### src/record_median_filter_assert.svh
// Assertion macros for record_median_filter
`ifndef RECORD_MEDIAN_FILTER_ASSERT_SVH
`define RECORD_MEDIAN_FILTER_ASSERT_SVH

`ifndef SYNTHESIS
`define RMF_ASSERT_IMP(lbl, ante, cons) \
    lbl: assert property (@(posedge clk) disable iff (!rst_n) (ante) |-> (cons)) \
        else $error("record_median_filter assertion failed");
`define RMF_ASSERT_NXT(lbl, ante, cons) \
    lbl: assert property (@(posedge clk) disable iff (!rst_n) (ante) |=> (cons)) \
        else $error("record_median_filter assertion failed");
`else
`define RMF_ASSERT_IMP(lbl, ante, cons)
`define RMF_ASSERT_NXT(lbl, ante, cons)
`endif

`endif

### src/rmf_queue.sv
module rmf_queue #(
    parameter int WIDTH = 8
) (
    input  logic             clk,
    input  logic             rst_n,
    input  logic             push,
    input  logic [WIDTH-1:0] push_data,
    output logic             full,
    input  logic             pop,
    output logic             not_empty,
    output logic [WIDTH-1:0] pop_data
);

    logic [WIDTH-1:0] mem_reg [2];
    logic             wr_ptr_reg;
    logic             rd_ptr_reg;
    logic [1:0]       count_reg;

    assign full      = (count_reg == 2'd2);
    assign not_empty = (count_reg != 2'd0);
    assign pop_data  = mem_reg[rd_ptr_reg];

    always_ff @(posedge clk or negedge rst_n)
    begin
        if (!rst_n)
        begin
            wr_ptr_reg <= 1'b0;
            rd_ptr_reg <= 1'b0;
            count_reg  <= 2'd0;
        end
        else
        begin
            if (push)
                wr_ptr_reg <= !wr_ptr_reg;
            if (pop)
                rd_ptr_reg <= !rd_ptr_reg;
            if (push && !pop)
                count_reg <= count_reg + 2'd1;
            else if (pop && !push)
                count_reg <= count_reg - 2'd1;
        end
    end

    always_ff @(posedge clk)
    begin
        if (push)
            mem_reg[wr_ptr_reg] <= push_data;
    end

endmodule

### config.mk
export PLATFORM = sky130hd
export DESIGN_NAME = rmf_queue
export DESIGN_NICKNAME = d
export VERILOG_FILES = /design/src/record_median_filter_assert.svh /design/src/rmf_queue.sv
export SDC_FILE = /design/constraint.sdc
export NUM_CORES = 1
export LEC_CHECK = 0
export BUFFER_PORTS_ARGS = -buffer_cell sky130_fd_sc_hd__buf_2
export CAP_MARGIN = 5
export CORE_ASPECT_RATIO = 1.2
export CORE_UTILIZATION = 47
export CTS_BUF_LIST = sky130_fd_sc_hd__clkbuf_2
export DETAILED_ROUTE_END_ITERATION = 12
export PLACE_DENSITY = 0.83
export REMOVE_ABC_BUFFERS = 1
export SLEW_MARGIN = 20
export SYNTH_ARGS = -nofsm -noshare
export SYNTH_HDL_FRONTEND = slang
export SYNTH_SLANG_ARGS = --single-unit
### constraint.sdc
create_clock -name clk -period 1.2 [get_ports clk]
set_input_delay 0.12 -clock clk [delete_from_list [all_inputs] [get_ports clk]]
set_output_delay 0.12 -clock clk [all_outputs]
set_load 0.01 [all_outputs]
Word-level counts from Yosys, hierarchy flattened --
Memories as Yosys holds them, arrays and structs flattened. Index checks and enable logic that the tools add are counted.
Word-level totals: flip-flop bits (word level) 4, memory bits (writable) 16, output and inout bits 10, logic and storage cells 19, memories 1
Memories:
- mem_reg | depth 2, width 8, rd ports 1, clocked after Yosys merged registers in 0, wr ports 1, line rmf_queue.sv:14 | logic [WIDTH-1:0] mem_reg [2];
Cells by class: add/subtract/negate cells 2, eq/ne operators 1, multiplexer cells 4, reductions and logical operators 8
Operator list (number):
- zero test 1 bit | 4
- two-way mux 2 bit | 2
- nonzero test 2 bit | 2
- adder 2 x 1 -> 2 bit (second input constant) | 1
- equality test 2 bit (second input constant) | 1
- logical AND 1 bit | 2
- two-way mux 1 bit | 2
- subtractor 2 x 1 -> 2 bit (second input constant) | 1

Logic depth before layout (Yosys ltp) --
Gate-level depths: netlist of run 1.
depth in word-level cells 4, mapped depth 5

Least setup slack after synthesis of run 1 --
No wires, ideal clock.
path type flip-flop to flip-flop, start reg wr_ptr_reg, end mem mem_reg[0][0] (enable), setup time 373 ps, data arrival time 789 ps, data required time 827 ps, slack 38 ps, cell stages (with the launch flop) 2, path buffers 0, clock period less this slack 1162 ps, path through dfrtp_1 nor2b_1
RTL lines:
- start, declared | line rmf_queue.sv:15 | logic wr_ptr_reg;
- start signal, assigned | line rmf_queue.sv:34 | wr_ptr_reg <= !wr_ptr_reg;
- end, declared | line rmf_queue.sv:14
No word-level cell before the write port.

Worst setup path after layout of run 1 --
start reg rd_ptr_reg, end out pop_data[5]
On the way: longest elaborated chain between the ends 1
RTL lines:
- start, declared | line rmf_queue.sv:16 | logic rd_ptr_reg;
- start signal, assigned | line rmf_queue.sv:36 | rd_ptr_reg <= !rd_ptr_reg;
- memory (2 x 8 bit)
- end, declared | line rmf_queue.sv:11 | output logic [WIDTH-1:0] pop_data
Every way passes these cells.

==> results of run 1 <==
-- through the flow --
stage / TNS, ns / hold WS [ns] / setup WS [ns]
floorplan: 0 / -0.176 / 0.0383
global placement: 0 / -0.0696 / 0.0194
detailed placement: 0 / -0.0671 / 0.00807
CTS: -1.67 / 0.000944 / -0.211
global route: -2.16 / 0.118 / -0.274
finish: -1.66 / 0.124 / -0.221
-- metal layers --
metal	global-route usage [%]	up-vias	part of all wire, %
met5	0	-	0
met4	8.28	0	0.55
met3	2.90	2	2.9
met2	37.3	16	58
met1	17.0	231	38
li1	-	230	-
-- cell families after synthesis --
group,after synthesis
DFF,20
muxes,8
xor gates and xnor gates,5
and+or+nand+nor,5
buffers and inverters,2
adders and majority gates,1
-- worst paths after layout --
check,startpoint,to,cells after the start,slack (ns)
worst min-delay path,pop,rd_ptr_reg,2,0.12
worst max-delay path,rd_ptr_reg,pop_data[5],3,-0.22
max in group asynchronous,rst_n,rd_ptr_reg,2,0.91
worst min register to register,wr_ptr_reg,wr_ptr_reg,1,0.50
min in group asynchronous,rst_n,wr_ptr_reg,2,0.16
worst max register to register,count_reg[0],count_reg[1],4,0.05
-- what timing repair did --
item | 4_1_cts | 5_1_grt
hold buffers | 8 | 3
pin swaps | 0 | 2
setup endpoints to repair | 10 | 11
cloned | 0 | 0
gates resized for setup | 14 | 2
buffers inserted | 5 | 0
endpoints found under the hold margin | 16 | 5
-- area by class of cell --
| type | instances | area [um^2] |
|---|---|---|
| Sequential cell | 20 | 582 |
| Fill cell | 96 | 349 |
| Multi-Input combinational cell | 19 | 180 |
| Tap cell | 17 | 21.3 |
| Inverter | 1 | 3.75 |
| Clock buffer | 3 | 15.0 |
| Clock inverter | 1 | 3.75 |
| Timing Repair Buffer | 37 | 328 |
-- power groups by stage --
stage | Combinational, mW | Clock (mW) | Sequential (mW)
after floorplan | 0.386 | 0 | 1.05
after global placement | 0.580 | 0 | 1.08
after detailed placement | 0.596 | 0 | 1.09
after CTS | 1.03 | 0.264 | 1.02
after global routing | 1.13 | 0.289 | 1.04
final | 1.05 | 0.257 | 1.03
-- critical path, delay by kind of cell, from the launching register on --
family	cells	cell delay, ns
multiplexers	1	0.35
buffers and inverters	2	0.24
flip-flops	1	0.42
-- cell usage in the layout (no fill, tap or decap) --
cell / synthesis / routed
xor2_1: 4 / 4
dfrtp_2: 0 / 1
dlygate4sd3_1: 0 / 10
dlymetal6s4s_1: 0 / 1
buf_6: 1 / 12
inv_1: 1 / 1
nor2_1: 1 / 1
and2_1: 1 / 1
edfxtp_1: 16 / 16
nor2b_1: 1 / 1
buf_2: 0 / 10
ha_1: 1 / 1
clkbuf_2: 0 / 3
clkinv_1: 0 / 1
dfrtp_1: 4 / 3
buf_4: 0 / 4
xnor2_1: 1 / 1
mux2_2: 8 / 8
or2_4: 0 / 1
and2b_2: 1 / 1
==> impl_metrics.env, run 1 <==
export IMPL_synth_largest_area_cell="edfxtp_1"
export IMPL_violations="setup timing"
export IMPL_pwr_share_seq_pct=44.0
export IMPL_synth_ff_type="edfxtp_1"
export IMPL_n_antenna_cell=0
export IMPL_yosys_top_cells_area="edfxtp_1, dfrtp_1, mux2_2, xor2_1, ha_1"
export IMPL_dp_cells=79
export IMPL_drtIter0Drc=6
export IMPL_synth_top_cells_by_count="edfxtp_1, mux2_2, dfrtp_1, xor2_1"
export IMPL_cts_sinks=20
export IMPL_antenna_found_initial=0
export IMPL_synth_seq_cells=20
export IMPL_ys_seq_area_share_pct=75.1
export IMPL_clk_pin_slew_worst_paths_ns=0.17
export IMPL_hold_class="input pin to flop"
export IMPL_synth_compound_area_share_pct=0
export IMPL_grt_pass1_wl_um=2070
export IMPL_slowest_stage="dfrtp_2"
export IMPL_start_kind="flop"
export IMPL_fin_crit_ns=1.42
export IMPL_required_ns=1.08
export IMPL_grt_overflow=0
export IMPL_coreArea_um2=1480
export IMPL_synth_edf_count=16
export IMPL_die_x_um=39.0
export IMPL_syn_inst=41
export IMPL_syn_avg_cell_area_um2=18.9
export IMPL_path_class="flop to output port"
export IMPL_synth_xor_area_share_pct=5.66
export IMPL_grt_pass1_vias=500
export IMPL_layout_nets=95
export IMPL_drc=0
export IMPL_switching_power_uw=674
export IMPL_async_reset_ff_share_pct=20.0
export IMPL_ys_warn_count=0
export IMPL_cts_max_path_buffers=2
export IMPL_pin_count=22
export IMPL_tritoncts="done"
export IMPL_clk_latency_ns=0.29
export IMPL_numCtsBuffers=3
export IMPL_place_hpwl_um=919
export IMPL_switching_share_pct=28.8
export IMPL_post_route_period_util_pct=118
export IMPL_slew_headroom_pct=75.1
export IMPL_place_congestion=0.658
export IMPL_synth_top_family_by_area="multiplexers"
export IMPL_timing_final_hold_violations=0
export IMPL_synth_cell_types=13
export IMPL_power_internal_mw=1.67
export IMPL_leakagePower_nw=0.477
export IMPL_avgViaCountPerCell=4.89
export IMPL_synth_top_area_share_pct=62.1
export IMPL_largest_reg_flops=16
export IMPL_routedWlPerCell_um=14.9
export IMPL_cpPeakStageDelay_ns=0.42
export IMPL_detail_route_antenna_nets=0
export IMPL_stdcell_area_um2=1130
export IMPL_setup_violations_final=9
export IMPL_fp_row_count=15
export IMPL_dr_pass1_iters=3
export IMPL_placed_cell_area_um2=896
export IMPL_endpoint_kind="output port"
export IMPL_final_cells=98
export IMPL_dieArea_um2=1810
export IMPL_port_buffers=21
export IMPL_track_usage_pct=18.5
export IMPL_path_max_fanout=5
export IMPL_yosysMostFrequentCell="edfxtp_1"
export IMPL_worst_pin_slew_ns=0.373
export IMPL_grt_max_degree=12
export IMPL_die_h_um=46.4
export IMPL_syn_to_final_growth_pct=46.6
export IMPL_rsz0062_at_grt="yes"
export IMPL_worstPathArrival_ns=1.30
export IMPL_crit_top_cell="buf_6"
export IMPL_muxShareOfSynthArea_pct=11.7
export IMPL_cts_root_buf="clkbuf_2"
export IMPL_vias=479
export IMPL_synthAdderAreaFrac_pct=1.62
export IMPL_fin_total_pwr_mw=2.34
export IMPL_synth_simple_area_share_pct=4.05
export IMPL_initial_core_util_pct=52.2
export IMPL_htreeDepth=1
export IMPL_maxCapViolCount=0
export IMPL_ir_worst_vdd_mv=1.30
export IMPL_p_clk_share_pct=11.0
export IMPL_wl_um=1470
export IMPL_drive_above_1_share_pct=49.4
export IMPL_setup_ws_ns=-0.221
export IMPL_synth_area_um2=773
export IMPL_post_route_util_pct=76.5
export IMPL_maxSlewViolCount=0
export IMPL_p_comb_share_pct=45.1
export IMPL_status="finished with violations"
export IMPL_worstPathCellList="buf_6, mux2_2, buf_6"
export IMPL_skew_ns=0.000588
export IMPL_power_density_nw_per_um2=2060
export IMPL_clock_fmax_mhz=704
Note: power is estimated with default switching activity, not from simulation.
==> inputs of run 2 (changes only) <==
--- a/config.mk
+++ b/config.mk
@@ -8,6 +8,7 @@
 export BUFFER_PORTS_ARGS = -buffer_cell sky130_fd_sc_hd__buf_2
 export CAP_MARGIN = 5
 export CORE_ASPECT_RATIO = 1.2
+export CORE_MARGIN = 2
 export CORE_UTILIZATION = 47
 export CTS_BUF_LIST = sky130_fd_sc_hd__clkbuf_2
 export DETAILED_ROUTE_END_ITERATION = 12
==> impl_metrics.env, run 2 (synthesis results as in run 1) <==
export IMPL_status="finished with violations"
export IMPL_violations="setup timing"
export IMPL_holdPathStages=2
export IMPL_syn_to_final_growth_pct=45.1
export IMPL_n_antenna_cell=0
export IMPL_ff2ff_setup_slack_ns=0.10
export IMPL_placed_cell_area_um2=905
export IMPL_timing_final_hold_violations=0
export IMPL_pin_count=22
export IMPL_post_route_period_util_pct=117
export IMPL_required_ns=1.08
export IMPL_path_max_fanout=5
export IMPL_dp_cells=81
export IMPL_maxSlewViolCount=0
export IMPL_worst_hold_slack_ns=0.0302
export IMPL_avgViaCountPerCell=4.69
export IMPL_port_buffers=21
export IMPL_setup_violations_final=9
export IMPL_start_kind="flop"
export IMPL_ir_worst_vdd_mv=1.22
export IMPL_hold_class="input pin to flop"
export IMPL_largest_reg_flops=16
export IMPL_cts_root_buf="clkbuf_2"
export IMPL_numCtsBuffers=3
export IMPL_dr_pass1_iters=4
export IMPL_r2r_end="mem_reg[1][6]"
export IMPL_initial_core_util_pct=48.9
export IMPL_fin_total_pwr_mw=2.34
export IMPL_power_density_nw_per_um2=2090
export IMPL_drive_above_1_share_pct=52.5
export IMPL_final_common_cell="edfxtp_1"
export IMPL_worst_pin_slew_ns=0.376
export IMPL_maxCapViolCount=0
export IMPL_wl_um=1320
export IMPL_layout_common_cells="edfxtp_1, buf_6, buf_2"
export IMPL_clk_latency_ns=0.30
export IMPL_ff2ff_path_depth=1
export IMPL_grt_overflow=0
export IMPL_drtIter0Drc=2
export IMPL_place_congestion=0.593
export IMPL_routedWlPerCell_um=13.5
export IMPL_hp_start="pop"
export IMPL_post_route_util_pct=71.0
export IMPL_stdcell_area_um2=1120
export IMPL_coreArea_um2=1580
export IMPL_fin_crit_ns=1.40
export IMPL_track_usage_pct=14.6
export IMPL_tritoncts="done"
export IMPL_cts_max_path_buffers=2
export IMPL_skew_ns=0.0211
export IMPL_endpoint_kind="output port"
export IMPL_grt_pass1_vias=497
export IMPL_clock_fmax_mhz=715
export IMPL_setup_ws_ns=-0.198
export IMPL_place_hpwl_um=849
export IMPL_min_to="rd_ptr_reg"
export IMPL_die_x_um=41.0
export IMPL_leakagePower_nw=0.471
export IMPL_antenna_found_initial=0
export IMPL_grt_max_degree=12
export IMPL_vias=460
export IMPL_clk_pin_slew_worst_paths_ns=0.16
export IMPL_htreeDepth=1
export IMPL_drc=0
export IMPL_timing_rr_start="wr_ptr_reg"
export IMPL_die_h_um=48.4
export IMPL_rsz0062_at_grt="yes"
export IMPL_slew_headroom_pct=74.9
export IMPL_dieArea_um2=1990
export IMPL_layout_nets=94
export IMPL_cts_sinks=20
export IMPL_path_class="flop to output port"
export IMPL_fp_row_count=16
export IMPL_final_cells=98
export IMPL_worstPathArrival_ns=1.28
export IMPL_detail_route_antenna_nets=0
export IMPL_grt_pass1_wl_um=1950
run 2: changes by cell type in the layout (fill, tap and decap cells not counted):
cell	previous run	this run
buf_2	10	11
clkbuf_2	3	4
clkinv_1	1	0
dlygate4sd3_1	10	9
dlymetal6s4s_1	1	0
mux2_2	8	7
mux2_4	0	1
run 2: timing repair:
action	in CTS	in global routing
resized for setup	11	6
hold endpoints to repair	18	0
endpoints found under the setup margin	10	10
cloned	0	0
pin swaps	1	0
setup buffers	3	1
hold buffers	9	0
run 2: power breakdown:
part	leakage, nW	internal (mW)	switching [mW]
Sequential	0.196	0.945	0.0847
Clock	0.0166	0.0884	0.186
Combinational	0.258	0.644	0.393
Total	0.471	1.68	0.664
run 2: layout make-up:
type | instances | area, um^2
clock buffer | 4 | 20.0
timing repair buffer | 36 | 310
inverter | 1 | 3.75
sequential | 20 | 582
tap | 18 | 22.5
multi-input combinational | 19 | 184
fill | 113 | 459
run 2: critical path: stages (launching register included):
cell     delay (ns)
dfrtp_2        0.45
buf_6          0.14
mux2_4         0.30
buf_6          0.12
run 2: how the worst max path moves through the flow:
stage                           from  cells past startpoint            end  slack [ns]
after floorplan           wr_ptr_reg                      1  mem_reg[0][0]        0.04
after global placement    rd_ptr_reg                      2    pop_data[0]        0.02
after detailed placement  rd_ptr_reg                      2    pop_data[0]       -0.01
after CTS                 rd_ptr_reg                      3    pop_data[5]       -0.21
after global routing      rd_ptr_reg                      3    pop_data[6]       -0.26
final                     rd_ptr_reg                      3    pop_data[7]       -0.20
run 2: metal layers:
metal	track usage (%)	vias up	share of wire (%)
met5	0	-	0
met4	5.00	0	0.38
met3	2.75	2	4.1
met2	26.6	15	56
met1	14.9	219	39
li1	-	224	-
run 2: through the flow:
step	TNS [ns]	setup WS, ns
finish	-1.51	-0.198
global route	-2.04	-0.257
CTS	-1.66	-0.214
detailed placement	-0.0576	-0.0144
global placement	0	0.0182
floorplan	0	0.0383
==> inputs of run 3 (changes only) <==
==> constraint.sdc (replaced) <==
create_clock -name clk -period 1.1 [get_ports clk]
set_input_delay 0.11 -clock clk [delete_from_list [all_inputs] [get_ports clk]]
set_output_delay 0.11 -clock clk [all_outputs]
set_load 0.01 [all_outputs]
==> impl_metrics.env, run 3 (synthesis results as in run 1) <==
export IMPL_die_x_um=41.0
export IMPL_ff2ff_path_depth=2
export IMPL_setup_tns_ns=-2.60
export IMPL_ir_worst_vdd_mv=1.19
export IMPL_stdcell_area_um2=1160
export IMPL_worstPathCellList="buf_6, mux2_2, buf_6"
export IMPL_slew_headroom_pct=88.4
export IMPL_syn_to_final_growth_pct=50.0
export IMPL_grt_pass1_vias=520
export IMPL_ff2ff_setup_slack_ns=0.06
export IMPL_port_buffers=21
export IMPL_final_common_cell="edfxtp_1"
export IMPL_cts_root_buf="clkbuf_2"
export IMPL_initial_core_util_pct=48.9
export IMPL_grt_pass1_wl_um=2190
export IMPL_skew_ns=0.00890
export IMPL_numCtsBuffers=3
export IMPL_dieArea_um2=1990
export IMPL_routedWlPerCell_um=13.5
export IMPL_path_class="flop to output port"
export IMPL_tritoncts="done"
export IMPL_clk_latency_ns=0.31
export IMPL_r2r_end="mem_reg[0][2]"
export IMPL_required_ns=0.99
export IMPL_drc=0
export IMPL_slowest_stage="dfrtp_2"
export IMPL_hold_class="input pin to asynchronous set/reset pin"
export IMPL_setup_violations_final=10
export IMPL_placed_cell_area_um2=927
export IMPL_maxCapViolCount=0
export IMPL_clock_fmax_mhz=707
export IMPL_cpPeakStageDelay_ns=0.41
export IMPL_fin_crit_ns=1.41
export IMPL_p_comb_share_pct=45.9
export IMPL_n_antenna_cell=0
export IMPL_switching_power_uw=740
export IMPL_avgViaCountPerCell=4.64
export IMPL_pwr_share_seq_pct=42.9
export IMPL_start_kind="flop"
export IMPL_layout_common_cells="edfxtp_1, buf_6, dlygate4sd3_1, buf_2, mux2_2"
export IMPL_antenna_found_initial=0
export IMPL_place_hpwl_um=842
export IMPL_status="finished with violations"
export IMPL_cts_max_path_buffers=2
export IMPL_layout_nets=99
export IMPL_grt_max_degree=12
export IMPL_cts_sinks=20
export IMPL_maxSlewViolCount=0
export IMPL_pin_count=22
export IMPL_post_route_period_util_pct=129
export IMPL_place_congestion=0.573
export IMPL_power_density_nw_per_um2=2240
export IMPL_path_max_fanout=5
export IMPL_coreArea_um2=1580
export IMPL_power_internal_mw=1.85
export IMPL_vias=478
export IMPL_clk_pin_slew_worst_paths_ns=0.17
export IMPL_worst_pin_slew_ns=0.175
export IMPL_endpoint_kind="output port"
export IMPL_switching_share_pct=28.5
export IMPL_fp_row_count=16
export IMPL_leakagePower_nw=0.488
export IMPL_violations="setup timing"
export IMPL_drive_above_1_share_pct=51.8
export IMPL_crit_top_cell="buf_6"
export IMPL_timing_final_hold_violations=0
export IMPL_timing_rr_start="wr_ptr_reg"
export IMPL_htreeDepth=1
export IMPL_detail_route_antenna_nets=0
export IMPL_rsz0062_at_grt="yes"
export IMPL_largest_reg_flops=16
export IMPL_p_clk_share_pct=11.1
export IMPL_wl_um=1390
export IMPL_worstPathArrival_ns=1.30
export IMPL_setup_ws_ns=-0.314
export IMPL_grt_overflow=0
export IMPL_die_h_um=48.4
export IMPL_dr_pass1_iters=3
export IMPL_track_usage_pct=16.9
export IMPL_drtIter0Drc=3
[run 3: changes by cell type in the layout (fill, tap and decap cells not counted)]
| cell | previous run | this run |
|---|---|---|
| buf_4 | 4 | 7 |
| mux2_4 | 1 | 0 |
| clkbuf_2 | 4 | 3 |
| clkinv_1 | 0 | 1 |
| dlygate4sd3_1 | 9 | 11 |
| mux2_2 | 7 | 8 |
[run 3: worst max-delay path by stage]
stage                     from  slack, ns  depth (start not counted)             to
floorplan           wr_ptr_reg      -0.06                          1  mem_reg[0][0]
global placement    rd_ptr_reg      -0.06                          2    pop_data[0]
CTS                 rd_ptr_reg      -0.34                          3    pop_data[5]
finish              rd_ptr_reg      -0.31                          3    pop_data[0]
detailed placement  rd_ptr_reg      -0.10                          2    pop_data[0]
global route        rd_ptr_reg      -0.38                          3    pop_data[1]
[run 3: metrics by stage]
step / std cells / hold slack, ns / worst slack, ns / utilization, % / power [mW]
2_1_floorplan: 40 / -0.186 / -0.0617 / - / 1.57
3_3_place_gp: 84 / -0.0814 / -0.0606 / 58.6 / 1.87
3_5_place_dp: 84 / -0.0797 / -0.103 / 58.6 / 1.90
4_1_cts: 103 / 0.0845 / -0.336 / 71.9 / 2.54
5_1_grt: 103 / 0.0846 / -0.380 / 73.3 / 2.75
6_report: 103 / 0.101 / -0.314 / 73.3 / 2.59
[run 3: layer usage]
| layer | share of wire [%] | GRT usage [%] |
|---|---|---|
| met1 | 39 | 17.2 |
| met2 | 54 | 28.9 |
| met3 | 4.2 | 3.21 |
| met4 | 2.7 | 10.0 |
| met5 | 0 | 0 |
[run 3: area by class of cell]
type | count | area [um^2]
sequential | 20 | 582
fill | 107 | 422
timing repair buffer | 41 | 353
multi-input combinational | 19 | 180
tap | 18 | 22.5
clock buffer | 3 | 15.0
clock inverter | 1 | 3.75
inverter | 1 | 3.75
[run 3: timing repair]
item                       CTS  global route
hold buffers                11             0
resized for setup           12             4
setup endpoints to repair   10            11
setup buffers                4             0
pin swaps                    0             1
hold endpoints to repair    22             0
[run 3: critical path: cells and delay by family (launching register included)]
| family | cells | cell delay, ns |
|---|---|---|
| buf+inv | 2 | 0.25 |
| flops | 1 | 0.41 |
| mux | 1 | 0.34 |
[run 3: power by group through the flow]
stage	sequential (mW)	clock [mW]	combinational, mW
2_1_floorplan	1.15	0	0.422
3_5_place_dp	1.19	0	0.720
4_1_cts	1.11	0.305	1.13
6_report	1.11	0.288	1.19
5_1_grt	1.13	0.331	1.29
3_3_place_gp	1.17	0	0.699
