===== src/record_median_filter_assert.svh =====
// Assertion macros for record_median_filter
`ifndef RECORD_MEDIAN_FILTER_ASSERT_SVH
`define RECORD_MEDIAN_FILTER_ASSERT_SVH

`ifndef SYNTHESIS
`define RMF_ASSERT_IMP(lbl, ante, cons) \
    lbl: assert property (@(posedge clk) disable iff (!rst_n) (ante) |-> (cons)) \
        else $error("record_median_filter assertion failed");
`define RMF_ASSERT_NXT(lbl, ante, cons) \
    lbl: assert property (@(posedge clk) disable iff (!rst_n) (ante) |=> (cons)) \
        else $error("record_median_filter assertion failed");
`else
`define RMF_ASSERT_IMP(lbl, ante, cons)
`define RMF_ASSERT_NXT(lbl, ante, cons)
`endif

`endif


===== src/rmf_pkg.sv =====
package rmf_pkg;

    localparam int SAMPLE_BITS = 16;
    localparam int MAX_HALF    = 7;
    localparam int HALF_BITS   = 3;
    localparam logic [HALF_BITS-1:0] HALF_RESET = 3'd1;

    typedef struct packed {
        logic signed [SAMPLE_BITS-1:0] sample;
        logic                          last;
    } src_t;

    typedef struct packed {
        logic signed [SAMPLE_BITS-1:0] median;
        logic                          last_res;
    } res_t;

    // per-job control that rides with the window through the queue
    typedef struct packed {
        logic [HALF_BITS-1:0] half;
        logic                 last;
    } job_ctl_t;

    typedef enum logic [1:0] {
        B_IDLE,
        B_RANK,
        B_HOLD
    } back_state_t;

endpackage


===== src/rmf_back.sv =====
module rmf_back #(
    parameter int MAX_HALF = rmf_pkg::MAX_HALF
) (
    input  logic                                           clk,
    input  logic                                           rst_n,
    input  logic                                           job_valid,
    output logic                                           job_pop,
    input  rmf_pkg::job_ctl_t                              job_ctl,
    input  logic [2*MAX_HALF:0][rmf_pkg::SAMPLE_BITS-1:0]  job_win,
    output logic                                           res_valid,
    input  logic                                           res_stall,
    output rmf_pkg::res_t                                  res_data
);

    localparam int WIN = 2 * MAX_HALF + 1;
    localparam int CW  = $clog2(WIN + 1);
    localparam int AW  = $clog2(WIN);
    localparam int SB  = rmf_pkg::SAMPLE_BITS;

    rmf_pkg::back_state_t             state_reg, state_next;
    logic [WIN-1:0][SB-1:0]           win_reg;
    logic [rmf_pkg::HALF_BITS-1:0]    h_reg;
    logic                             last_reg;
    logic [AW-1:0]                    j_reg, j_next;
    logic [SB-1:0]                    med_reg, med_next;

    logic [SB-1:0]  cand;
    logic [WIN-1:0] lt_vec;
    logic [WIN-1:0] le_vec;
    logic [CW-1:0]  lt_cnt;
    logic [CW-1:0]  le_cnt;
    logic           hit;

    // rank of the current candidate against the live part of the window
    always_comb
    begin
        cand = win_reg[j_reg];
        for (int a = 0; a < WIN; a++)
        begin
            lt_vec[a] = (a <= 2 * int'(h_reg)) &&
                        ($signed(win_reg[a]) < $signed(cand));
            le_vec[a] = (a <= 2 * int'(h_reg)) &&
                        ($signed(win_reg[a]) <= $signed(cand));
        end
        lt_cnt = CW'($countones(lt_vec));
        le_cnt = CW'($countones(le_vec));
        hit    = (lt_cnt <= CW'(h_reg)) && (le_cnt > CW'(h_reg));
    end

    always_comb
    begin
        state_next = state_reg;
        j_next     = j_reg;
        med_next   = med_reg;
        job_pop    = 1'b0;
        res_valid  = 1'b0;
        unique case (state_reg)
            rmf_pkg::B_IDLE:
            begin
                if (job_valid)
                begin
                    job_pop    = 1'b1;
                    j_next     = '0;
                    state_next = rmf_pkg::B_RANK;
                end
            end
            rmf_pkg::B_RANK:
            begin
                if (hit)
                begin
                    med_next   = cand;
                    state_next = rmf_pkg::B_HOLD;
                end
                else
                begin
                    j_next = j_reg + AW'(1);
                end
            end
            rmf_pkg::B_HOLD:
            begin
                res_valid = 1'b1;
                if (!res_stall)
                    state_next = rmf_pkg::B_IDLE;
            end
            default:
            begin
                state_next = rmf_pkg::B_IDLE;
            end
        endcase
    end

    assign res_data.median   = med_reg;
    assign res_data.last_res = last_reg;

    always_ff @(posedge clk or negedge rst_n)
    begin
        if (!rst_n)
            state_reg <= rmf_pkg::B_IDLE;
        else
            state_reg <= state_next;
    end

    always_ff @(posedge clk)
    begin
        j_reg   <= j_next;
        med_reg <= med_next;
        if (job_pop)
        begin
            win_reg  <= job_win;
            h_reg    <= job_ctl.half;
            last_reg <= job_ctl.last;
        end
    end

endmodule


===== config.mk =====
export PLATFORM = sky130hd
export DESIGN_NAME = rmf_back
export DESIGN_NICKNAME = d
export VERILOG_FILES = /design/src/record_median_filter_assert.svh /design/src/rmf_pkg.sv /design/src/rmf_back.sv
export SDC_FILE = /design/constraint.sdc
export NUM_CORES = 1
export LEC_CHECK = 0
export ABC_CLOCK_PERIOD_IN_PS = 38000
export BUFFER_PORTS_ARGS = -buffer_cell sky130_fd_sc_hd__buf_2
export CAP_MARGIN = 20
export CORE_ASPECT_RATIO = 1.4
export CORE_MARGIN = 3
export CORE_UTILIZATION = 61
export DETAILED_ROUTE_END_ITERATION = 16
export MAX_ROUTING_LAYER = met4
export PLACE_DENSITY = 0.85
export SLEW_MARGIN = 10
export SYNTH_ARGS = -nofsm -noshare
export SYNTH_HDL_FRONTEND = slang
export SYNTH_SLANG_ARGS = --single-unit

===== constraint.sdc =====
create_clock -name clk -period 38 [get_ports clk]
set_input_delay 5.7 -clock clk [delete_from_list [all_inputs] [get_ports clk]]
set_output_delay 5.7 -clock clk [all_outputs]
set_load 0.05 [all_outputs]

Yosys cells after proc, flatten, opt, wreduce, memory -nomap -nowiden:

Cells that the tools add are included.

* add/subtract/negate cells: 29
* $mul: 0
* divide/modulo/power cells: 0
* magnitude comparators: 48
* eq/ne operators: 6
* shifts and indexed selects: 0
* muxes and demuxes: 12
* bitwise operators: 0
* reduce and logical (&&, ||, !) cells: 36

Operators by type and width (count)
* $le A16 B16 Y1: 15
* $lt A16 B16 Y1: 15
* $bmux W16 S4: 1
* $logic_and A1 B1 Y1: 31
* $add A1 B1 Y2: 14
* $le A4 B4 Y1 const A: 7
* $add A2 B2 Y3: 6
* $add A3 B3 Y4: 4
* $le A3 B4 Y1 const A: 4
* $mux W16: 1
* $add A4 B4 Y4: 2
* $le A1 B4 Y1 const A: 2
* $le A2 B4 Y1 const A: 2
* $mux W4: 2
* $ne A2 B2 Y1 const B: 4
* $pmux W4 S2: 1
* $add A2 B1 Y3: 2
* $mux W2: 3
* $pmux W2 S3: 1
* $reduce_and A3 Y1: 2
* $lt A4 B5 Y1 const B: 1
* $add A4 B1 Y4 const B: 1
* $gt A4 B3 Y1: 1
* $le A4 B3 Y1: 1
* other kinds (6): 8

* bits in registers: 266
* latch bits: 0
* memory bits (writable): 0
* memory bits (read-only): 0
* output and inout bits: 19
* logic and storage cells: 151
* memories kept: 0

Logic depth before layout (Yosys ltp):

Gate-level depths: netlist of the first run.

* word-level depth: 12
* mapped depth: 30
* depth with buffers taken out: 28

Worst setup path after synthesis of the first run:

Ideal clock, no wire load.

* path type: input -> output
* from: in job_valid
* to: out job_pop
* arrival: 24.160 ns
* required time: 32.300 ns
* path slack: 8.140 ns
* stages: 1
* path buffers: 0
* cells stage by stage: nor3b_1

* longest elaborated chain between the ends: 2

RTL lines
* from (decl): RTL line rmf_back.sv:6 `input logic job_valid,`
* $mux W1: RTL line rmf_back.sv:60 `if (job_valid)`
* $mux W1: RTL line rmf_back.sv:57 `unique case (state_reg)`
* to (decl): RTL line rmf_back.sv:7 `output logic job_pop,`

Every way passes these cells.

Worst setup path after layout of the first run:

Ends and elaborated chain as after synthesis.

==> results of run 1 <==
## per-stage QoR
stage | std cells | worst slack (ps)
after floorplan | 1226 | 8140
after detailed placement | 1836 | 25210
final | 1882 | 25230
after global routing | 1882 | 25080
after global placement | 1836 | 25230
after CTS | 1882 | 25200
## per-layer routing
| metal | GRT usage | routed length (µm) | up-vias |
|---|---|---|---|
| met5 | - | 0 | - |
| met1 | 0.3607 | 15690 | 5758 |
| met4 | 0.2013 | 3594 | 0 |
| met2 | 0.5143 | 22330 | 645 |
| met3 | 0.03224 | 2720 | 225 |
| li1 | - | - | 5421 |
## cells by family (layout without fill, tap and decap cells)
logic type / after synthesis / in the layout
buffers and inverters: 97 / 393
adder cells (fa/ha/maj): 271 / 271
AND/OR/NAND/NOR: 249 / 249
flip-flops: 266 / 266
multiplexers: 70 / 70
AO/OA/AOI/OAI: 269 / 269
XOR/XNOR: 4 / 4
## worst min-delay path by stage
stage / startpoint / endpoint / depth (start not counted)
after floorplan: state_reg[0] / state_reg[0] / 2
after global placement: state_reg[0] / state_reg[1] / 2
after detailed placement: state_reg[0] / state_reg[1] / 2
after CTS: state_reg[0] / state_reg[1] / 2
after global routing: state_reg[0] / state_reg[1] / 2
final: state_reg[0] / state_reg[1] / 2
## cell type report
cell class | count | area, µm² | share of cell area
multi-input cells | 863 | 8059 | 0.4248
flip-flops and latches | 266 | 7978 | 0.4205
repair buffers | 279 | 1441 | 0.07597
clock buffers | 27 | 633.1 | 0.03337
well taps | 360 | 450.4 | 0.02374
inverters | 68 | 255.2 | 0.01345
clock inverters | 19 | 155.1 | 0.008178
## layout by cell type, fill, tap and decap left out, types with 10 or more instances in the layout
cell,instances
mux2i_1,21
o21ai_1,20
buf_4,12
fa_1,20
nor2b_1,36
buf_2,266
nand2_1,56
nor2_1,32
o21a_1,14
nor4_1,10
mux4_2,49
o21ai_0,26
o211ai_1,23
a211oi_1,22
nand2b_1,10
nand3_1,23
ha_1,251
a21oi_1,60
clkbuf_16,25
nand4_1,37
edfxtp_1,264
nor3_1,11
a21o_1,64
inv_1,65
## tightest hold or removal path, stage by stage (launching register included)
cell	delay, ps
dfrtp_1	400
nor2b_1	90
a21o_1	180
## synthesized netlist by cell type (all sizes together), types with 8 or more instances
cell	count
edfxtp	264
ha	251
inv	68
a21o	64
a21oi	60
nand2	56
mux4	49
o21ai	46
nand4	37
nor2b	37
nor2	32
a211oi	27
o211ai	24
nand3	23
buf	21
mux2i	21
fa	20
o21a	14
nor3	11
nand2b	10
nor4	10
and3	8
clkbuf	8
==> results_dict.tcl, run 1 <==
set metrics [dict create \
    status "finished, final reports clean" \
    synth.top_cells.by_area "edfxtp_1 48%, ha_1 19%, mux4_2 6.7%, a21o_1 2.9%, fa_1 2.4%" \
    path_buf_inv 3 \
    slew_viol_final 0 \
    postCtsSetupBuffers 0 \
    timing.rr.start "j_reg[1]" \
    cts-buffers-inserted 25 \
    cp.required_ps 32300 \
    track_usage 0.3131 \
    fin_util 0.7196 \
    slew_headroom 0.2348 \
    hold_ws_ps 698.0 \
    crit_slowest_cell "buf_12" \
    cp.arrival_ps 7070 \
    critical_path.top_delay_family "buffers and inverters" \
    port_buffers 266 \
    hold_class "reg -> reg" \
    tns_ps 0 \
    vias 12050 \
    fin_crit_sh 0.3361 \
    cp-endpoint "job_pop" \
    antenna_left 0 \
    grt_first_pass_wirelength_um 67070 \
    placed_area_um2 18180 \
    start_util 0.6240 \
    num_rows 70 \
    grt_pass1_vias 12630 \
    wl_per_cell_um 23.55 \
    stdcell_area_um2 18970 \
    largest_reg_flops 240 \
    yosysTopAreaCell "edfxtp_1" \
    worst_setup_path_end_kind "output port" \
    globalRouteOverflowTotal 0 \
    drt_iter0_markers 974 \
    cts_tree "done" \
    async_flop_share 0.007519 \
    rsz0062_at_grt "false" \
    synth_mux_area_frac 0.07986 \
    cts_sinks 266 \
    synth-adder-area-share 0.2152 \
    cap_violations 0 \
    hpwl_um 33750 \
    die_x_um 144.8 \
    yosys.area_share.xor_xnor 0.002130 \
    clk_pin_slew_ps 60 \
    r2r-end "med_reg[6]" \
    synth.avg_cell_area_um2 13.42 \
    io_pins 267 \
    cts-htree-levels 1 \
    gp_congestion 0.9807 \
    vias_per_cell 6.402 \
    tightest_slew_ps 1148 \
    ys_seq_area_frac 0.4849 \
    crit_path_cell_trace "buf_2, nor3b_2, buf_12, buf_2" \
    yosysWarnings 0 \
    clk_latency_ps 550 \
    grt_max_degree 168 \
    diodes 0 \
    cp_slowest_stage_delay_ps 620 \
    startpoint "job_valid" \
    synth-seq-cells 266 \
    setup_viol_count_final 0 \
    fillCellCount 1781 \
    start_kind "input pin" \
    worstSetupPathType "in -> out" \
    core_um2 26360 \
    synthToLayoutAreaGrowth_pct 15.33 \
    mappedNetlistNets 1745 \
    synth_area_um2 16450 \
    routed_wl_um 44330 \
    fin_crit_ps 12770 \
    synth_cells 1226 \
    reg2reg_depth 27 \
    clock_skew_ps 13.86 \
    ys.flop_type "edfxtp_1" \
    fmax_mhz 78.29 \
    fin_nets 2022 \
    path_depth 4 \
    synth_edf_count 264 \
    yosysTopAreaCellShare 0.4819 \
    synth-simple-area-share 0.08085 \
    fp.dieH_um 200.3 \
    post_cts_resized 0 \
    ctsHoldBuffers 0 \
    hold_viol 0 \
    synth_compound_area_frac 0.1113 \
    clock_path_buffers 3 \
    drive_above_1_share 0.2556 \
    crit_fanout 167 \
    ys_types 67 \
    regToRegSetupSlack_ps 27600 \
    die-area_um2 29000 \
    drtPass1Iterations 5 \
    drcViolationCount 0 \
    cpMostUsedCell "buf_2" \
    root_buffer "clkbuf_16" \
    synth_top_family_by_area "adder cells" \
    grt_antenna_before_repair 0 \
]
Power of run 1 is left out: the tool's default activity adds up to more than one toggle a clock period on the data nets, which glitch-free logic cannot reach.
==> run 2: changes to the inputs <==
--- a/config.mk
+++ b/config.mk
@@ -5,15 +5,15 @@
 export SDC_FILE = /design/constraint.sdc
 export NUM_CORES = 1
 export LEC_CHECK = 0
-export ABC_CLOCK_PERIOD_IN_PS = 38000
+export ABC_CLOCK_PERIOD_IN_PS = 12800
 export BUFFER_PORTS_ARGS = -buffer_cell sky130_fd_sc_hd__buf_2
 export CAP_MARGIN = 20
 export CORE_ASPECT_RATIO = 1.4
 export CORE_MARGIN = 3
-export CORE_UTILIZATION = 61
+export CORE_UTILIZATION = 58
 export DETAILED_ROUTE_END_ITERATION = 16
 export MAX_ROUTING_LAYER = met4
-export PLACE_DENSITY = 0.85
+export PLACE_DENSITY = 0.82
 export SLEW_MARGIN = 10
 export SYNTH_ARGS = -nofsm -noshare
 export SYNTH_HDL_FRONTEND = slang
==> constraint.sdc (replaced) <==
create_clock -name clk -period 12.8 [get_ports clk]
set_input_delay 1.92 -clock clk [delete_from_list [all_inputs] [get_ports clk]]
set_output_delay 1.92 -clock clk [all_outputs]
set_load 0.05 [all_outputs]
==> run 2 against run 1 <==
Compared with the run above: critical path depth up 23; count of clock-buffer cells in the layout rose by 2; die area grew 5.0%.
==> results_dict.tcl, run 2 (synthesis results as in run 1) <==
set metrics [dict create \
    status "finished, final reports clean" \
    ctsHoldBuffers 0 \
    place_ws_ps 2545 \
    clk_latency_ps 540 \
    gp_congestion 0.9857 \
    io_pins 267 \
    rsz0062_at_grt "false" \
    stdcell_area_um2 18930 \
    fillCellCount 1998 \
    diodes 0 \
    worst_setup_path_end_kind "flop" \
    cp-endpoint "med_reg[2]" \
    tns_ps 0 \
    grt_pass1_vias 12400 \
    die_x_um 148.3 \
    cap_violations 0 \
    placed_cells 1842 \
    slew_viol_final 0 \
    track_usage 0.3062 \
    cp_slowest_stage_delay_ps 870 \
    fin_ws_ps 2620 \
    vias 11760 \
    cts_tree "done" \
    core_um2 27750 \
    fin_crit_sh 0.7953 \
    clock_path_buffers 3 \
    startpoint "j_reg[0]" \
    start_kind "flop" \
    reg2reg_depth 27 \
    start_util 0.5929 \
    hold_viol 0 \
    hold_class "reg -> reg" \
    crit_fanout 51 \
    final_common_cell "buf_2" \
    r2r-end "med_reg[2]" \
    cts_sinks 266 \
    drt_iter0_markers 718 \
    placed_area_um2 18170 \
    num_rows 72 \
    post_cts_resized 0 \
    cts-buffers-inserted 24 \
    antenna_left 0 \
    cp.arrival_ps 10330 \
    wl_per_cell_um 24.12 \
    grt_max_degree 82 \
    tightest_slew_ps 1067 \
    regToRegSetupSlack_ps 2620 \
    clk_pin_slew_ps 60 \
    grt_antenna_before_repair 0 \
    slew_headroom 0.2890 \
    die-area_um2 30450 \
    clock_skew_ps 19.68 \
    postCtsSetupBuffers 0 \
    grt_first_pass_wirelength_um 68230 \
    drtPass1Iterations 5 \
    fin_crit_ps 10180 \
    largest_reg_flops 240 \
    routed_wl_um 45460 \
    stdcell_count 1885 \
    fmax_mhz 98.24 \
    timing.rr.start "j_reg[0]" \
    cts-htree-levels 1 \
    root_buffer "clkbuf_16" \
    port_buffers 266 \
    cp.required_ps 12950 \
    final_cell_mix "266 x buf_2, 264 x edfxtp_1, 251 x ha_1" \
    drcViolationCount 0 \
    crit_slowest_cell "edfxtp_1" \
    vias_per_cell 6.240 \
    synthToLayoutAreaGrowth_pct 15.08 \
    hpwl_um 35260 \
    setup_viol_count_final 0 \
    globalRouteOverflowTotal 0 \
    fin_nets 2017 \
    worstSetupPathType "reg -> reg" \
    fp.dieH_um 205.3 \
    cpMostUsedCell "fa_1" \
    drive_above_1_share 0.2475 \
]
==> run 2: per-stage QoR <==
stage	hold WS (ps)	util
CTS	764.8	0.6823
finish	762.3	0.6823
detailed placement	754.6	0.6549
global placement	746.6	0.6549
floorplan	683.5	-
global route	793.1	0.6823
==> run 2: critical path: cells and delay by family (launching register included) <==
family	cells	cell delay (ps)
adder cells (fa/ha/maj)	8	3490
buffers and inverters	4	600
AND/OR/NAND/NOR	3	1080
AO/OA/AOI/OAI	10	2840
flip-flops	1	870
multiplexers	2	830
==> run 2: layer usage <==
metal  part of all wire  global-route usage  wire length [µm]
met4              0.070              0.1793              3185
met3              0.049             0.03084              2221
met2               0.52              0.5344             23630
met5                  0                   -                 0
met1               0.36              0.3417             16420
==> run 2: cell type report <==
type | count | area, µm² | area share
sequential | 266 | 7978 | 0.4214
clock inverter | 14 | 121.4 | 0.006411
multi-input combinational | 863 | 8063 | 0.4259
clock buffer | 29 | 640.6 | 0.03384
timing repair buffer | 275 | 1411 | 0.07455
inverter | 68 | 255.2 | 0.01348
tap | 370 | 462.9 | 0.02445
==> run 2: worst min path at each step <==
stage	start	end	slack, ps	cells past startpoint
floorplan	state_reg[0]	state_reg[0]	680	2
global placement	state_reg[0]	state_reg[1]	750	2
detailed placement	state_reg[0]	state_reg[1]	750	2
CTS	state_reg[0]	state_reg[1]	760	2
global route	state_reg[0]	state_reg[1]	790	2
finish	state_reg[0]	state_reg[1]	760	2
Power of run 2 is left out for the same reason.
==> run 3: changes to the inputs <==
--- a/config.mk
+++ b/config.mk
@@ -5,7 +5,7 @@
 export SDC_FILE = /design/constraint.sdc
 export NUM_CORES = 1
 export LEC_CHECK = 0
-export ABC_CLOCK_PERIOD_IN_PS = 12800
+export ABC_CLOCK_PERIOD_IN_PS = 10270
 export BUFFER_PORTS_ARGS = -buffer_cell sky130_fd_sc_hd__buf_2
 export CAP_MARGIN = 20
 export CORE_ASPECT_RATIO = 1.4
==> constraint.sdc (replaced) <==
create_clock -name clk -period 10.27 [get_ports clk]
set_input_delay 1.5405 -clock clk [delete_from_list [all_inputs] [get_ports clk]]
set_output_delay 1.5405 -clock clk [all_outputs]
set_load 0.05 [all_outputs]
==> run 3 against run 2 <==
Compared with the run above: maximum frequency up 4.4%; register-to-register slack worse by 2100 ps; sequential share of layout area down 0.59 points; final cell count up 0.80%; wire length up 0.36%; die area unchanged; clock skew down 8.8 ps; hold slack worse by 15 ps; count of clock-buffer cells in the layout unchanged; largest cell class unchanged.
==> results_dict.tcl, run 3 (synthesis results as in run 1) <==
set metrics [dict create \
    vias 11910 \
    worst_setup_path_end_kind "flop" \
    cap_violations 0 \
    hpwl_um 35310 \
    cpMostUsedCell "fa_1" \
    drtPass1Iterations 7 \
    largest_reg_flops 240 \
    routed_wl_um 45630 \
    diodes 0 \
    post_cts_resized 0 \
    drcViolationCount 0 \
    wl_per_cell_um 24.01 \
    timing.rr.start "j_reg[0]" \
    crit_fanout 42 \
    ctsHoldBuffers 0 \
    grt_max_degree 158 \
    fin_crit_ps 9751 \
    cts_tree "done" \
    synthToLayoutAreaGrowth_pct 16.72 \
    cp_slowest_stage_delay_ps 880 \
    regToRegSetupSlack_ps 520 \
    reg2reg_depth 28 \
    gp_congestion 0.9905 \
    startpoint "j_reg[0]" \
    globalRouteOverflowTotal 0 \
    clk_pin_slew_ps 60 \
    drt_iter0_markers 747 \
    core_um2 27750 \
    tightest_slew_ps 1069 \
    grt_pass1_vias 12390 \
    clock_path_buffers 3 \
    cts-htree-levels 1 \
    io_pins 267 \
    r2r-end "med_reg[8]" \
    final_cell_mix "266 x buf_2, 264 x edfxtp_1, 251 x ha_1" \
    grt_antenna_before_repair 0 \
    cp.required_ps 10480 \
    root_buffer "clkbuf_16" \
    fin_nets 2031 \
    fp.dieH_um 205.3 \
    slew_viol_final 0 \
    setup_viol_count_final 0 \
    track_usage 0.3051 \
    start_util 0.5929 \
    worstSetupPathType "reg -> reg" \
    vias_per_cell 6.267 \
    cp-endpoint "med_reg[8]" \
    tns_ps 0 \
    clock_skew_ps 10.87 \
    stdcell_area_um2 19200 \
    grt_first_pass_wirelength_um 68300 \
    postCtsSetupBuffers 0 \
    port_buffers 266 \
    slew_headroom 0.2874 \
    final_common_cell "buf_2" \
    hold_class "reg -> reg" \
    fin_crit_sh 0.9495 \
    start_kind "flop" \
    hold_viol 0 \
    die-area_um2 30450 \
    status "finished, final reports clean" \
    cp.arrival_ps 9970 \
    fmax_mhz 102.6 \
    rsz0062_at_grt "false" \
    drive_above_1_share 0.2595 \
    cts_sinks 266 \
    clk_latency_ps 530 \
    placed_area_um2 18290 \
    die_x_um 148.3 \
    num_rows 72 \
    crit_slowest_cell "edfxtp_1" \
    antenna_left 0 \
    cts-buffers-inserted 25 \
    stdcell_count 1900 \
    placed_cells 1855 \
]
## run 3: cell count changes in the layout (fill, tap and decap cells not counted), moves of 2 or more
cell	delta
bufinv_16	+4
clkbuf_1	-2
buf_4	+11
buf_12	+2
clkbuf_8	+2
clkinv_1	-5
## run 3: metal layers
layer  part of all wire  vias up  track usage
met5                  0        -            -
met4              0.061        0       0.1628
li1                   -     5431            -
met1               0.36     5790       0.3420
met2               0.53      529       0.5414
met3              0.050      157      0.02666
## run 3: area by class of cell
class | instances | area [µm²]
Sequential cell | 266 | 7978
Clock buffer | 29 | 660.6
Fill cell | 1992 | 8546
Clock inverter | 16 | 247.7
Multi-Input combinational cell | 863 | 8063
Tap cell | 370 | 462.9
Timing Repair Buffer | 288 | 1534
Inverter | 68 | 255.2
## run 3: worst max-delay path: cells and delay by family (launching register included)
kind	cells	cell delay (ps)
AO/OA/AOI/OAI	9	2710
adder cells (fa/ha/maj)	8	3490
buffers and inverters	5	820
flip-flops	1	880
multiplexers	2	890
AND/OR/NAND/NOR	4	600
## run 3: metrics by stage
stage | util | worst slack, ps | hold WS (ps)
final | 0.6920 | 518.8 | 747.3
after global routing | 0.6920 | 21.40 | 759.9
after CTS | 0.6920 | 386.2 | 744.1
after global placement | 0.6593 | 603.7 | 731.4
after detailed placement | 0.6593 | 398.7 | 723.8
after floorplan | - | 833.7 | 683.5
## run 3: worst min path at each step
| stage | slack [ps] | startpoint | to | depth (start not counted) |
|---|---|---|---|---|
| final | 750 | state_reg[1] | win_reg[193] | 1 |
| after global routing | 760 | state_reg[1] | win_reg[193] | 1 |
| after global placement | 730 | state_reg[1] | win_reg[193] | 1 |
| after detailed placement | 720 | state_reg[1] | win_reg[193] | 1 |
| after floorplan | 680 | state_reg[0] | state_reg[0] | 2 |
| after CTS | 740 | state_reg[1] | win_reg[193] | 1 |
Power of run 3 is left out for the same reason.
